`src/rtl/core/assert_macros.svh`:
```
// assertion macros shared by the vector unit rtl
// included by the modules that check their own control logic
`ifndef ASSERT_MACROS_SVH
`define ASSERT_MACROS_SVH

// property holds at every clock edge outside reset
`define ASSERT_CLK(name, clk, rst_n, prop, msg) \
    name: assert property (@(posedge clk) disable iff (!rst_n) prop) \
        else $error(msg);

// expression never true outside reset
`define ASSERT_NEVER(name, clk, rst_n, expr, msg) \
    `ASSERT_CLK(name, clk, rst_n, !(expr), msg)

`endif

```
`src/rtl/core/vula_pkg.sv`:
```
// types, sizes and codes of the vector load/store/add unit
// no dependencies; imported by every module of the block
`default_nettype none

package vula_pkg;

    localparam int NUM_VREGS      = 32;
    localparam int VREG_BYTES     = 64;
    localparam int UB_BYTES       = 4096;
    localparam int WORD_BYTES     = 4;

    localparam int WORDS_PER_VREG = VREG_BYTES / WORD_BYTES;
    localparam int VREG_IW        = (NUM_VREGS > 1) ? $clog2(NUM_VREGS) : 1;
    localparam int VWORD_IW       = (WORDS_PER_VREG > 1) ? $clog2(WORDS_PER_VREG) : 1;
    localparam int BYTE_IW        = VWORD_IW + 2;
    localparam int VRF_AW         = VREG_IW + VWORD_IW;
    localparam int VRF_DEPTH      = 2 ** VRF_AW;
    localparam int UB_AW          = $clog2(UB_BYTES);
    localparam int CNT_W          = VRF_AW + 2;
    localparam int NB_W           = $clog2(VREG_BYTES + 1);

    localparam int FUNC_W         = 3;
    localparam int REG_W          = 8;
    localparam int ADDR_W         = 16;
    localparam int LEN_W          = 16;
    localparam int EB_W           = 8;
    localparam int BYTE_W         = 8;
    localparam int STATUS_W       = 3;
    localparam int NBYTES_W       = LEN_W + EB_W;
    localparam int CFG_W          = 7;
    localparam logic [CFG_W-1:0] CFG_RESET = 7'd64;

    localparam int S_TDATA_W      = 80;
    localparam int M_TDATA_W      = 16;

    typedef enum logic [FUNC_W-1:0] {
        FN_VLOAD  = 3'd0,
        FN_VSTORE = 3'd1,
        FN_VADD   = 3'd2,
        FN_HWRITE = 3'd3,
        FN_HREAD  = 3'd4
    } t_func;

    typedef enum logic [STATUS_W-1:0] {
        ST_OK    = 3'd0,
        ST_LEN   = 3'd1,
        ST_EEW   = 3'd2,
        ST_REG   = 3'd3,
        ST_UNSUP = 3'd4,
        ST_RANGE = 3'd5
    } t_status;

    typedef enum logic [3:0] {
        S_CLEAR,
        S_IDLE,
        S_MUL,
        S_CHECK,
        S_LOAD,
        S_STORE,
        S_ADD,
        S_HOST,
        S_DONE
    } t_state;

    typedef enum logic [3:0] {
        DP_NONE,
        DP_CAPTURE,
        DP_MUL,
        DP_CHECK,
        DP_CLEAR,
        DP_LOAD,
        DP_STORE,
        DP_ADD,
        DP_HOST,
        DP_OUT
    } t_dp_op;

    typedef struct packed {
        logic  loop_done;
        logic  check_ok;
        t_func func;
        logic  out_free;
    } t_dp_sts;

endpackage

`default_nettype wire

```
`src/rtl/core/vula_ctrl.sv`:
```
// sequencer of the vector unit: reset clear, checks, copy/add loops, result
// depends on vula_pkg and assert_macros.svh; drives vula_dp by op codes
`default_nettype none
`include "assert_macros.svh"

module vula_ctrl
    import vula_pkg::*;
(
    input  wire logic    i_clk,
    input  wire logic    i_rst_n,
    input  wire logic    i_valid,
    output logic         o_ready,
    input  wire t_dp_sts i_sts,
    output t_dp_op       o_op
);

    t_state r_state;
    t_state n_state;

    always_ff @(posedge i_clk) begin
        if (!i_rst_n) begin
            r_state <= S_CLEAR;
        end else begin
            r_state <= n_state;
        end
    end

    always_comb begin
        n_state = r_state;
        unique case (r_state)
            S_CLEAR: begin
                if (i_sts.loop_done) n_state = S_IDLE;
            end
            S_IDLE: begin
                if (i_valid) n_state = S_MUL;
            end
            S_MUL: begin
                n_state = S_CHECK;
            end
            S_CHECK: begin
                if (!i_sts.check_ok) begin
                    n_state = S_DONE;
                end else begin
                    unique case (i_sts.func)
                        FN_VLOAD:  n_state = S_LOAD;
                        FN_VSTORE: n_state = S_STORE;
                        FN_VADD:   n_state = S_ADD;
                        default:   n_state = S_HOST;
                    endcase
                end
            end
            S_LOAD, S_STORE, S_ADD: begin
                if (i_sts.loop_done) n_state = S_DONE;
            end
            S_HOST: begin
                n_state = S_DONE;
            end
            S_DONE: begin
                if (i_sts.out_free) n_state = S_IDLE;
            end
            default: begin
                n_state = S_IDLE;
            end
        endcase
    end

    always_comb begin
        o_ready = 1'b0;
        o_op    = DP_NONE;
        unique case (r_state)
            S_CLEAR: o_op = DP_CLEAR;
            S_IDLE: begin
                o_ready = 1'b1;
                if (i_valid) o_op = DP_CAPTURE;
            end
            S_MUL:   o_op = DP_MUL;
            S_CHECK: o_op = DP_CHECK;
            S_LOAD:  o_op = DP_LOAD;
            S_STORE: o_op = DP_STORE;
            S_ADD:   o_op = DP_ADD;
            S_HOST:  o_op = DP_HOST;
            S_DONE: begin
                if (i_sts.out_free) o_op = DP_OUT;
            end
            default: o_op = DP_NONE;
        endcase
    end

    `ASSERT_CLK(a_fail_to_done, i_clk, i_rst_n, (r_state == S_CHECK && !i_sts.check_ok) |=> (r_state == S_DONE), "failed check did not go straight to result")
    `ASSERT_CLK(a_out_when_free, i_clk, i_rst_n, (o_op == DP_OUT) |-> i_sts.out_free, "result issued into a full output register")
    `ASSERT_CLK(a_loop_exit, i_clk, i_rst_n, ((r_state == S_LOAD || r_state == S_STORE || r_state == S_ADD) && i_sts.loop_done) |=> (r_state == S_DONE), "loop end not followed by result")

endmodule

`default_nettype wire

```
`config.mk`:
```
export PLATFORM = sky130hd
export DESIGN_NAME = vula_ctrl
export DESIGN_NICKNAME = d
export VERILOG_FILES = /design/src/rtl/core/vula_pkg.sv /design/src/rtl/core/vula_ctrl.sv
export VERILOG_INCLUDE_DIRS = /design/src /design/src/rtl/core
export SDC_FILE = /design/constraint.sdc
export NUM_CORES = 1
export LEC_CHECK = 0
export ABC_CLOCK_PERIOD_IN_PS = 1350
export BUFFER_PORTS_ARGS = -buffer_cell sky130_fd_sc_hd__buf_2
export CAP_MARGIN = 10
export CORE_AREA = 3 3 40 42
export CTS_CLUSTER_SIZE = 12
export DETAILED_ROUTE_END_ITERATION = 6
export DIE_AREA = 0 0 43 45
export PLACE_DENSITY = 0.5
export REMOVE_ABC_BUFFERS = 1
export SLEW_MARGIN = 0
export SYNTH_ARGS = -nofsm -noshare
export SYNTH_HDL_FRONTEND = slang
export SYNTH_SLANG_ARGS = --single-unit
```
`constraint.sdc`:
```
create_clock -name i_clk -period 1.35 [get_ports i_clk]
set_clock_uncertainty 0.05 [all_clocks]
set_input_delay 0.135 -clock i_clk [delete_from_list [all_inputs] [get_ports i_clk]]
set_output_delay 0.135 -clock i_clk [all_outputs]
set_load 0.01 [all_outputs]
```
Word-level counts from Yosys, hierarchy flattened
Index checks and enable logic that the tools add are counted.

Bits of input ports: 9. Bits in registers: 4. Logic and storage cells: 30. Output and inout bits: 5.

Multiplexer cells: 11. Equal/unequal tests: 14. Reductions and logical operators: 4.

Operator list (number): 4-bit one-hot mux with 9 select lines (1); 4-bit one-hot mux with 7 select lines (1); 4-bit 2-to-1 mux (6); 4-bit by 3-bit equality test with 1-bit output (second input constant) (4); 4-bit by 2-bit equality test with 1-bit output (second input constant) (2); 2-bit inequality test (second input constant) (4); 2-bit one-hot mux with 3 select lines (1); 4-bit by 1-bit equality test with 1-bit output (second input constant) (1); 4-bit equality test (second input constant) (1); 4-bit zero test (1); 4-bit AND reduction (1); 3-bit by 1-bit equality test with 1-bit output (second input constant) (1); 3-bit by 2-bit equality test with 1-bit output (second input constant) (1); 3-bit zero test (1); 3-bit OR reduction (1); 1-bit 2-to-1 mux (2).

Logic depth before layout (Yosys ltp)
Gate-level depths: netlist of the first run.

Depth after elaboration: 4. Mapped depth: 5. Gate-level depth less buffers: 4.

Worst setup path after synthesis of the first run
OpenSTA, ideal clock, no wires.

Path type: reg2reg. From: register r_state[2]. To: register r_state[0]. Arrival: 1.225 ns. Buffers on the path: 1. Path slack: 0.004 ns. Data required time: 1.228 ns. Period minus slack after synthesis: 1.346 ns. Cell stages (with the launch flop): 6. Setup time: 0.072 ns. Path through: dfxtp_1 -> buf_6 -> inv_4 -> maj3_2 -> o31ai_4 -> mux2i_1.

Word-level cells in the longest chain between the ends: 4. Elaborated cells between the ends (all ways): 16. Those cells by class: eq/ne: 12; mux: 1; reduce/logical: 3.

RTL lines: start, declared (RTL line vula_ctrl.sv:17) `t_state r_state;`; start signal, assigned (RTL line vula_ctrl.sv:24) `r_state <= n_state;`; 4-bit by 3-bit equality test with 1-bit output (RTL line vula_ctrl.sv:30) `unique case (r_state)`; 3-bit OR reduction (RTL line vula_ctrl.sv:30); 2-bit inequality test (no source line); 4-bit AND reduction (no source line).

Several ways; a longest one is shown, not always the timed one. A chain may end at the register's enable or synchronous reset.

Worst setup path in the final report of the first run
From: register r_state[1]. To: output o_op[3].

Word-level cells in the longest chain between the ends: 2. Elaborated cells between the ends (all ways): 10. Those cells by class: eq/ne: 8; mux: 1; reduce/logical: 1.

RTL lines: 4-bit equality test (tied with other cells) (RTL line vula_ctrl.sv:70) `unique case (r_state)`; 4-bit one-hot mux with 9 select lines * (RTL line vula_ctrl.sv:70); end, declared (RTL line vula_ctrl.sv:14) `output t_dp_op o_op`.

Mark *: on every way between the ends. The rest lies on a longest branch, timed or not.

==> impl_metrics.ini, run 1 <==
[critical_path]
r2r-start = r_state[2]
r2r-end = r_state[1]
criticalPathCategory = reg2out
worstPathRequired_ns = 1.16
arrival_ns = 1.21
rr_worst_depth = 4
end_kind = primary output
r2r_setup_slack_ns = 0.01
worstPathMaxFanout = 4
startpoint_type = flip-flop

[route]
ant_nets = 0
wirelength_um = 916
viasPerCell = 4.88
first_pass_iters = 2
num_vias = 405
routedWlPerCell_um = 11.0
remaining_drc_errors = 0
drtIter0Drc = 3

[finish]
area_delta_synth_final_pct = 44.6
drive_gt1_frac = 0.559
reg.largest.list = r_state x4
largest_reg_flops = 4
diodes = 0
nets = 79
fillers = 140
stdcell_area_um2 = 548
fin_cells = 83
regMostFlops = r_state

[synth]
ys_types = 26
netlist_area_um2 = 379
synth_seq_cells = 4
synth.yosys.seq_area_share = 0.211
synth-xor-area-share = 0.0231
synth_ff_type = dfxtp_1
syn_area_per_cell_um2 = 8.42
synth_edf_count = 0
synth-compound-area-share = 0.228
syn_inst = 45
yosysWarnings = 0
synth_fa_ha_area_frac = 0.0297
synthSimpleGateAreaFrac = 0.267
synthArstFlopShare = 0
synth_top_family_by_area = simple AND/OR/NAND/NOR gates
synthMuxAreaShare = 0.106

[die]
dieHeight_um = 45
die-area_um2 = 1940
num_rows = 13
core_region_area_um2 = 1280
die_width_um = 43
initial_core_util = 0.295
ioPinCount = 14

[timing]
setup_viol = 3
tightest_slew_ns = 0.268
rsz0062_at_grt = true
worst_slack_ns = -0.0498
fin_crit_ns = 1.40
slew_viol_final = 0
period_share = 1.04
finalHoldViolCount = 0
fmax_mhz = 714
timing.slew.headroom = 0.821

[grt]
grt_pass1_vias = 404
gr-total-overflow = 0
use_met1 = 0.115
grt_max_degree = 7
gr-usage-met2 = 0.213
grt_pass1_wl_um = 1680
grt_use_met3 = 0.0319
grt_antenna_before_repair = 0
grt-busiest-layer = met2
grt_usage = 0.120

[power_and_ir_drop]
peakVddDrop_mv = 0.483
leakagePower_nw = 0.236
p_per_area_nw_per_um2 = 1820

[hold_path]
min_path_type = in2reg
whs_path_depth = 3
holdPathEnd = r_state[3]
hold_start = i_rst_n

[placed_design]
gp_congestion = 0.728
dp_cells = 77
io_buffer_count = 13
place_area_um2 = 478

[clock_network]
cts_tree = done
cts_sinks = 4
hold_buffers = 0
htree_levels = 1
clk_path_buf_depth = 2
root_buffer = clkbuf_4
numCtsBuffers = 3
clk_pin_slew_ns = 0.04
insertion_delay_ns = 0.24

[outcome]
violations = negative setup slack
status = complete, but fails checks

[run]
maxCapViolCount = 0
## metrics by stage
step                setup slack, ns  TNS [ns]  power (mW)  hold slack [ns]   util
floorplan                   -0.0551    -0.165       0.527            0.236      -
global placement             0.0343         0       0.748            0.383  0.372
detailed placement           0.0240         0       0.746            0.388  0.372
CTS                         -0.0572    -0.105        1.00            0.121  0.425
global route                 -0.129    -0.683        1.10            0.141  0.426
finish                      -0.0498   -0.0740        1.00            0.126  0.426
## placed cells by master, fill, tap and decap left out, types with 2 or more instances in the layout
master | synthesis | routed
mux2i_1 | 4 | 4
dfxtp_2 | 0 | 3
nor3b_1 | 2 | 2
nand2_1 | 5 | 5
buf_4 | 1 | 9
nor2_1 | 6 | 4
buf_2 | 0 | 13
o21ai_0 | 3 | 3
buf_6 | 2 | 2
clkbuf_4 | 0 | 3
## what timing repair did
| action | 4_1_cts | 5_1_grt |
|---|---|---|
| resized for setup | 9 | 1 |
| setup buffers | 3 | 0 |
| pin swaps | 3 | 0 |
| setup endpoints to repair | 5 | 8 |
| hold endpoints to repair | 0 | 0 |
## layout make-up
class,count,area [um^2],area share
clock buffer,3,22.5,0.0411
sequential,4,87.6,0.160
inverter,1,6.26,0.0114
tap,15,18.8,0.0342
multi-input combinational,36,258,0.470
timing repair buffer,24,155,0.283
## synthesized netlist by cell type (2+ instances only)
library cell | n | area (um^2)
nor3b_1 | 2 | 15.0
nand2_1 | 5 | 18.8
nor2_1 | 6 | 22.5
o21ai_0 | 3 | 15.0
buf_6 | 2 | 22.5
mux2i_1 | 4 | 40.0
dfxtp_1 | 4 | 80.1
## layer usage
layer / vias to the layer above / wire length (um)
li1: 210 / -
met4: 0 / 35
met2: 18 / 463
met3: 4 / 57
met1: 173 / 360
met5: - / 0
## power by group
group	switching, mW	leakage [nW]	internal, mW
Sequential	0.0459	0.0347	0.165
Clock	0.0513	0.0138	0.0995
Combinational	0.291	0.188	0.347
Total	0.388	0.236	0.612
## worst max path at each step
stage / from / slack [ns] / endpoint / cells past startpoint
global placement: r_state[2] / 0.03 / r_state[3] / 4
CTS: r_state[1] / -0.06 / o_op[3] / 5
global route: r_state[1] / -0.13 / o_op[3] / 5
finish: r_state[1] / -0.05 / o_op[3] / 5
detailed placement: r_state[2] / 0.02 / r_state[0] / 4
floorplan: r_state[2] / -0.06 / r_state[0] / 4
## critical path: stages, from the launching register on
cell and delay (ns):
dfxtp_2 0.33, buf_6 0.13, nor2_4 0.10, nand4b_1 0.15
o31ai_1 0.10, buf_2 0.17
## cells by family after synthesis
kind of cell	Yosys count
mux	4
simple gates	19
compound gates	11
xor+xnor	1
fa+ha+maj	1
buf+inv	5
flops	4
(Power assumes the default switching activity.)
==> inputs of run 2 (changes only) <==
--- a/config.mk
+++ b/config.mk
@@ -6,14 +6,14 @@
 export SDC_FILE = /design/constraint.sdc
 export NUM_CORES = 1
 export LEC_CHECK = 0
-export ABC_CLOCK_PERIOD_IN_PS = 1350
+export ABC_CLOCK_PERIOD_IN_PS = 1700
 export BUFFER_PORTS_ARGS = -buffer_cell sky130_fd_sc_hd__buf_2
 export CAP_MARGIN = 10
 export CORE_AREA = 3 3 40 42
 export CTS_CLUSTER_SIZE = 12
 export DETAILED_ROUTE_END_ITERATION = 6
 export DIE_AREA = 0 0 43 45
-export PLACE_DENSITY = 0.5
+export PLACE_DENSITY = 0.56
 export REMOVE_ABC_BUFFERS = 1
 export SLEW_MARGIN = 0
 export SYNTH_ARGS = -nofsm -noshare
==> constraint.sdc (replaced) <==
create_clock -name i_clk -period 1.7 [get_ports i_clk]
set_clock_uncertainty 0.05 [all_clocks]
set_input_delay 0.17 -clock i_clk [delete_from_list [all_inputs] [get_ports i_clk]]
set_output_delay 0.17 -clock i_clk [all_outputs]
set_load 0.01 [all_outputs]
==> run 2 against run 1 <==
The flow now finishes without violations; register-to-register slack gained 0.29 ns; clock power shrank 22%; non-clock buffer count shrank 9; critical path depth shrank 2; combinational power shrank 49%; sequential share of layout area grew 1.8 points; via count shrank 9.6%; die area is the same; sequential power shrank 5%; largest cell class unchanged.
==> impl_metrics.ini, run 2 (synthesis gave the netlist of run 1 again) <==
[outcome]
status = completed

[run]
maxCapViolCount = 0

[die]
initial_core_util = 0.295
num_rows = 13
ioPinCount = 14
dieHeight_um = 45
die-area_um2 = 1940
die_width_um = 43
core_region_area_um2 = 1280

[critical_path]
end_kind = primary output
worstPathMaxFanout = 11
criticalPathCategory = reg2out
arrival_ns = 1.32
worstPathRequired_ns = 1.48
startpoint_type = flip-flop

[clock_network]
htree_levels = 1
insertion_delay_ns = 0.24
cts_setup_buffers = 0
cts_tree = done
hold_buffers = 0
numCtsBuffers = 3
clk_pin_slew_ns = 0.04
clk_path_buf_depth = 2
cts_sinks = 4
root_buffer = clkbuf_4

[grt]
gr-total-overflow = 0
grt_usage = 0.0958
grt_pass1_vias = 292
grt_antenna_before_repair = 0
grt_max_degree = 14
grt_pass1_wl_um = 1300

[timing]
fin_crit_ns = 1.54
period_share = 0.906
slew_viol_final = 0
tns_ns = 0
finalHoldViolCount = 0
tightest_slew_ns = 0.402
fmax_mhz = 649
timing.slew.headroom = 0.732
rsz0062_at_grt = false
setup_viol = 0

[placed_design]
gp_congestion = 0.742
io_buffer_count = 13
dp_cells = 71
place_hpwl_um = 620

[route]
drtIter0Drc = 9
wirelength_um = 819
viasPerCell = 4.95
first_pass_iters = 4
ant_nets = 0
routedWlPerCell_um = 11.1
num_vias = 366
remaining_drc_errors = 0

[hold_path]
min_path_type = in2reg

[finish]
fin_cells = 74
diodes = 0
largest_reg_flops = 4
reg.largest.list = r_state x4
regMostFlops = r_state
final_common_cell = buf_2
most-common-layout-cells = buf_2 (13), nor2_1 (6), nand2_1 (5)
drive_gt1_frac = 0.407
nets = 70
area_delta_synth_final_pct = 20.5

[power_and_ir_drop]
peakVddDrop_mv = 0.545
p_per_area_nw_per_um2 = 1410
leakagePower_nw = 0.187
[run 2: worst paths after layout]
| kind | to | slack [ns] | from | cells past startpoint |
|---|---|---|---|---|
| min reg2reg | r_state[0] | 0.51 | r_state[0] | 2 |
| max reg2reg | r_state[0] | 0.30 | r_state[1] | 3 |
| min | r_state[0] | 0.18 | i_rst_n | 3 |
| max | o_op[3] | 0.16 | r_state[1] | 3 |
[run 2: routing by layer]
metal / share of wire / wire length [um] / global-route usage / up-vias
li1: - / - / - / 191
met1: 0.47 / 386 / 0.130 / 162
met2: 0.43 / 356 / 0.117 / 13
met3: 0.093 / 76 / 0.0637 / 0
met4: 0 / 0 / 0.0361 / 0
met5: 0 / 0 / 0 / -
[run 2: critical path: stages, from the launching register on]
cell     delay, ns
dfxtp_1       0.55
nand2_1       0.15
o31ai_1       0.21
buf_2         0.17
[run 2: layout make-up]
type,instances,area (um^2)
flip-flops and latches,4,81.3
well taps,15,18.8
repair buffers,15,80.1
multi-input cells,36,248
inverters,1,6.26
fillers,144,828
clock buffers,3,22.5
[run 2: timing repair]
item | CTS | global route
resized for setup | 0 | 1
endpoints found under the setup margin | 0 | 1
endpoints found under the hold margin | 0 | 0
[run 2: power breakdown]
part           internal [mW]  leakage, nW  switching (mW)
Combinational          0.167        0.140           0.157
Sequential             0.124       0.0329          0.0763
Clock                 0.0790       0.0138          0.0395
[run 2: through the flow]
| stage | util | total power [mW] | hold WS [ns] | setup WS (ns) | instance area, um^2 |
|---|---|---|---|---|---|
| global placement | 0.337 | 0.523 | 0.417 | 0.302 | 433 |
| floorplan | - | 0.418 | 0.271 | 0.295 | 334 |
| global route | 0.355 | 0.711 | 0.186 | 0.0591 | 457 |
| detailed placement | 0.337 | 0.526 | 0.423 | 0.279 | 433 |
| finish | 0.355 | 0.643 | 0.181 | 0.160 | 457 |
| CTS | 0.354 | 0.652 | 0.175 | 0.128 | 455 |
==> inputs of run 3 (changes only) <==
--- a/config.mk
+++ b/config.mk
@@ -9,11 +9,14 @@
 export ABC_CLOCK_PERIOD_IN_PS = 1700
 export BUFFER_PORTS_ARGS = -buffer_cell sky130_fd_sc_hd__buf_2
 export CAP_MARGIN = 10
+export CELL_PAD_IN_SITES_DETAIL_PLACEMENT = 0
+export CELL_PAD_IN_SITES_GLOBAL_PLACEMENT = 1
 export CORE_AREA = 3 3 40 42
+export CTS_CLUSTER_DIAMETER = 40
 export CTS_CLUSTER_SIZE = 12
 export DETAILED_ROUTE_END_ITERATION = 6
 export DIE_AREA = 0 0 43 45
-export PLACE_DENSITY = 0.56
+export PLACE_DENSITY = 0.71
 export REMOVE_ABC_BUFFERS = 1
 export SLEW_MARGIN = 0
 export SYNTH_ARGS = -nofsm -noshare
==> run 3 against run 2 <==
Count of clock-buffer cells in the layout unchanged; flip-flop and latch count unchanged; core utilization up 1.1 points; critical path depth up 2; first-iteration DRC count down 89%; final cell count up 2.7%; critical path type unchanged; critical endpoint unchanged; largest cell class unchanged; largest power group unchanged.
==> impl_metrics.ini, run 3 (synthesis gave the netlist of run 1 again) <==
[outcome]
status = completed

[grt]
grt_antenna_before_repair = 0
grt_pass1_vias = 368
grt_pass1_wl_um = 1490
gr-total-overflow = 0
grt_usage = 0.104
grt_max_degree = 10

[finish]
final_common_cell = buf_2
fin_cells = 76
nets = 72
diodes = 0
area_delta_synth_final_pct = 24.1
fillers = 141
regMostFlops = r_state
largest_reg_flops = 4
drive_gt1_frac = 0.410
most-common-layout-cells = buf_2 (13), nor2_1 (6), nand2_1 (5)
reg.largest.list = r_state x4

[placed_design]
place_hpwl_um = 667
io_buffer_count = 13
gp_congestion = 0.767
dp_cells = 73

[critical_path]
slowest_delay_ns = 0.32
criticalPathCategory = reg2out
rr_worst_depth = 3
worstPathMaxFanout = 8
crit_path_cell_trace = buf_4 -> nor2_1 -> nand4b_1 -> o31ai_1 -> buf_2
cpMaxStageDelayCell = dfxtp_1
arrival_ns = 1.31
worstPathRequired_ns = 1.48
r2r_setup_slack_ns = 0.32
startpoint_type = flip-flop
end_kind = primary output
r2r-start = r_state[0]
r2r-end = r_state[3]

[route]
num_vias = 381
remaining_drc_errors = 0
viasPerCell = 5.01
first_pass_iters = 2
drtIter0Drc = 1
routedWlPerCell_um = 10.9
wirelength_um = 832
ant_nets = 0

[clock_network]
clk_pin_slew_ns = 0.04
cts_setup_buffers = 0
cts_sinks = 4
clk_path_buf_depth = 2
hold_buffers = 0
root_buffer = clkbuf_4
cts-resized-gates = 0
numCtsBuffers = 3
insertion_delay_ns = 0.24
cts_tree = done
htree_levels = 1

[die]
initial_core_util = 0.295
num_rows = 13
die_width_um = 43
die-area_um2 = 1940
dieHeight_um = 45
core_region_area_um2 = 1280
ioPinCount = 14

[hold_path]
holdPathEnd = r_state[0]
min_path_type = in2reg
hold_start = i_rst_n
whs_path_depth = 3

[timing]
timing.slew.headroom = 0.803
tightest_slew_ns = 0.296
fmax_mhz = 652
fin_crit_ns = 1.53
rsz0062_at_grt = false
tns_ns = 0
period_share = 0.903
setup_viol = 0
finalHoldViolCount = 0
slew_viol_final = 0

[power_and_ir_drop]
leakagePower_nw = 0.197
peakVddDrop_mv = 0.431
p_per_area_nw_per_um2 = 1440

[run]
maxCapViolCount = 0
==> run 3: critical path: cells and delay by family (launching register included) <==
kind / cells / cell delay, ns
buffers and inverters: 2 / 0.34
AO/OA/AOI/OAI: 1 / 0.10
flip-flops: 1 / 0.32
AND/OR/NAND/NOR: 2 / 0.31
==> run 3: metrics by stage <==
step / area, um^2 / util / setup slack (ns) / power (mW) / hold slack (ns)
CTS: 470 / 0.366 / 0.165 / 0.682 / 0.167
global placement: 448 / 0.349 / 0.352 / 0.558 / 0.421
finish: 470 / 0.366 / 0.165 / 0.676 / 0.171
global route: 470 / 0.366 / 0.0791 / 0.730 / 0.182
floorplan: 334 / - / 0.295 / 0.418 / 0.271
detailed placement: 448 / 0.349 / 0.328 / 0.556 / 0.423
==> run 3: final cells by class <==
class	instances	area, um^2	share of cell area
multi-input cells	36	248	0.527
inverters	1	6.26	0.0133
well taps	15	18.8	0.0399
flip-flops and latches	4	80.1	0.170
repair buffers	17	95.1	0.202
clock buffers	3	22.5	0.0479
==> run 3: metal layers <==
layer / share of wire / up-vias / track usage
li1: - / 195 / -
met1: 0.44 / 166 / 0.118
met2: 0.45 / 16 / 0.168
met3: 0.065 / 4 / 0.0239
met4: 0.040 / 0 / 0.0843
met5: 0 / - / 0
==> run 3: how the worst max path moves through the flow <==
stage | startpoint | end | slack, ns | depth (start not counted)
finish | r_state[2] | o_op[3] | 0.17 | 5
global route | r_state[2] | o_op[3] | 0.08 | 5
CTS | r_state[2] | o_op[3] | 0.16 | 5
detailed placement | r_state[2] | r_state[3] | 0.33 | 4
global placement | r_state[0] | r_state[1] | 0.35 | 3
floorplan | r_state[2] | r_state[0] | 0.29 | 4
==> run 3: report_power, final <==
part	internal (mW)	switching, mW
Combinational	0.193	0.186
Sequential	0.121	0.0538
Clock	0.0792	0.0425
Total	0.394	0.282
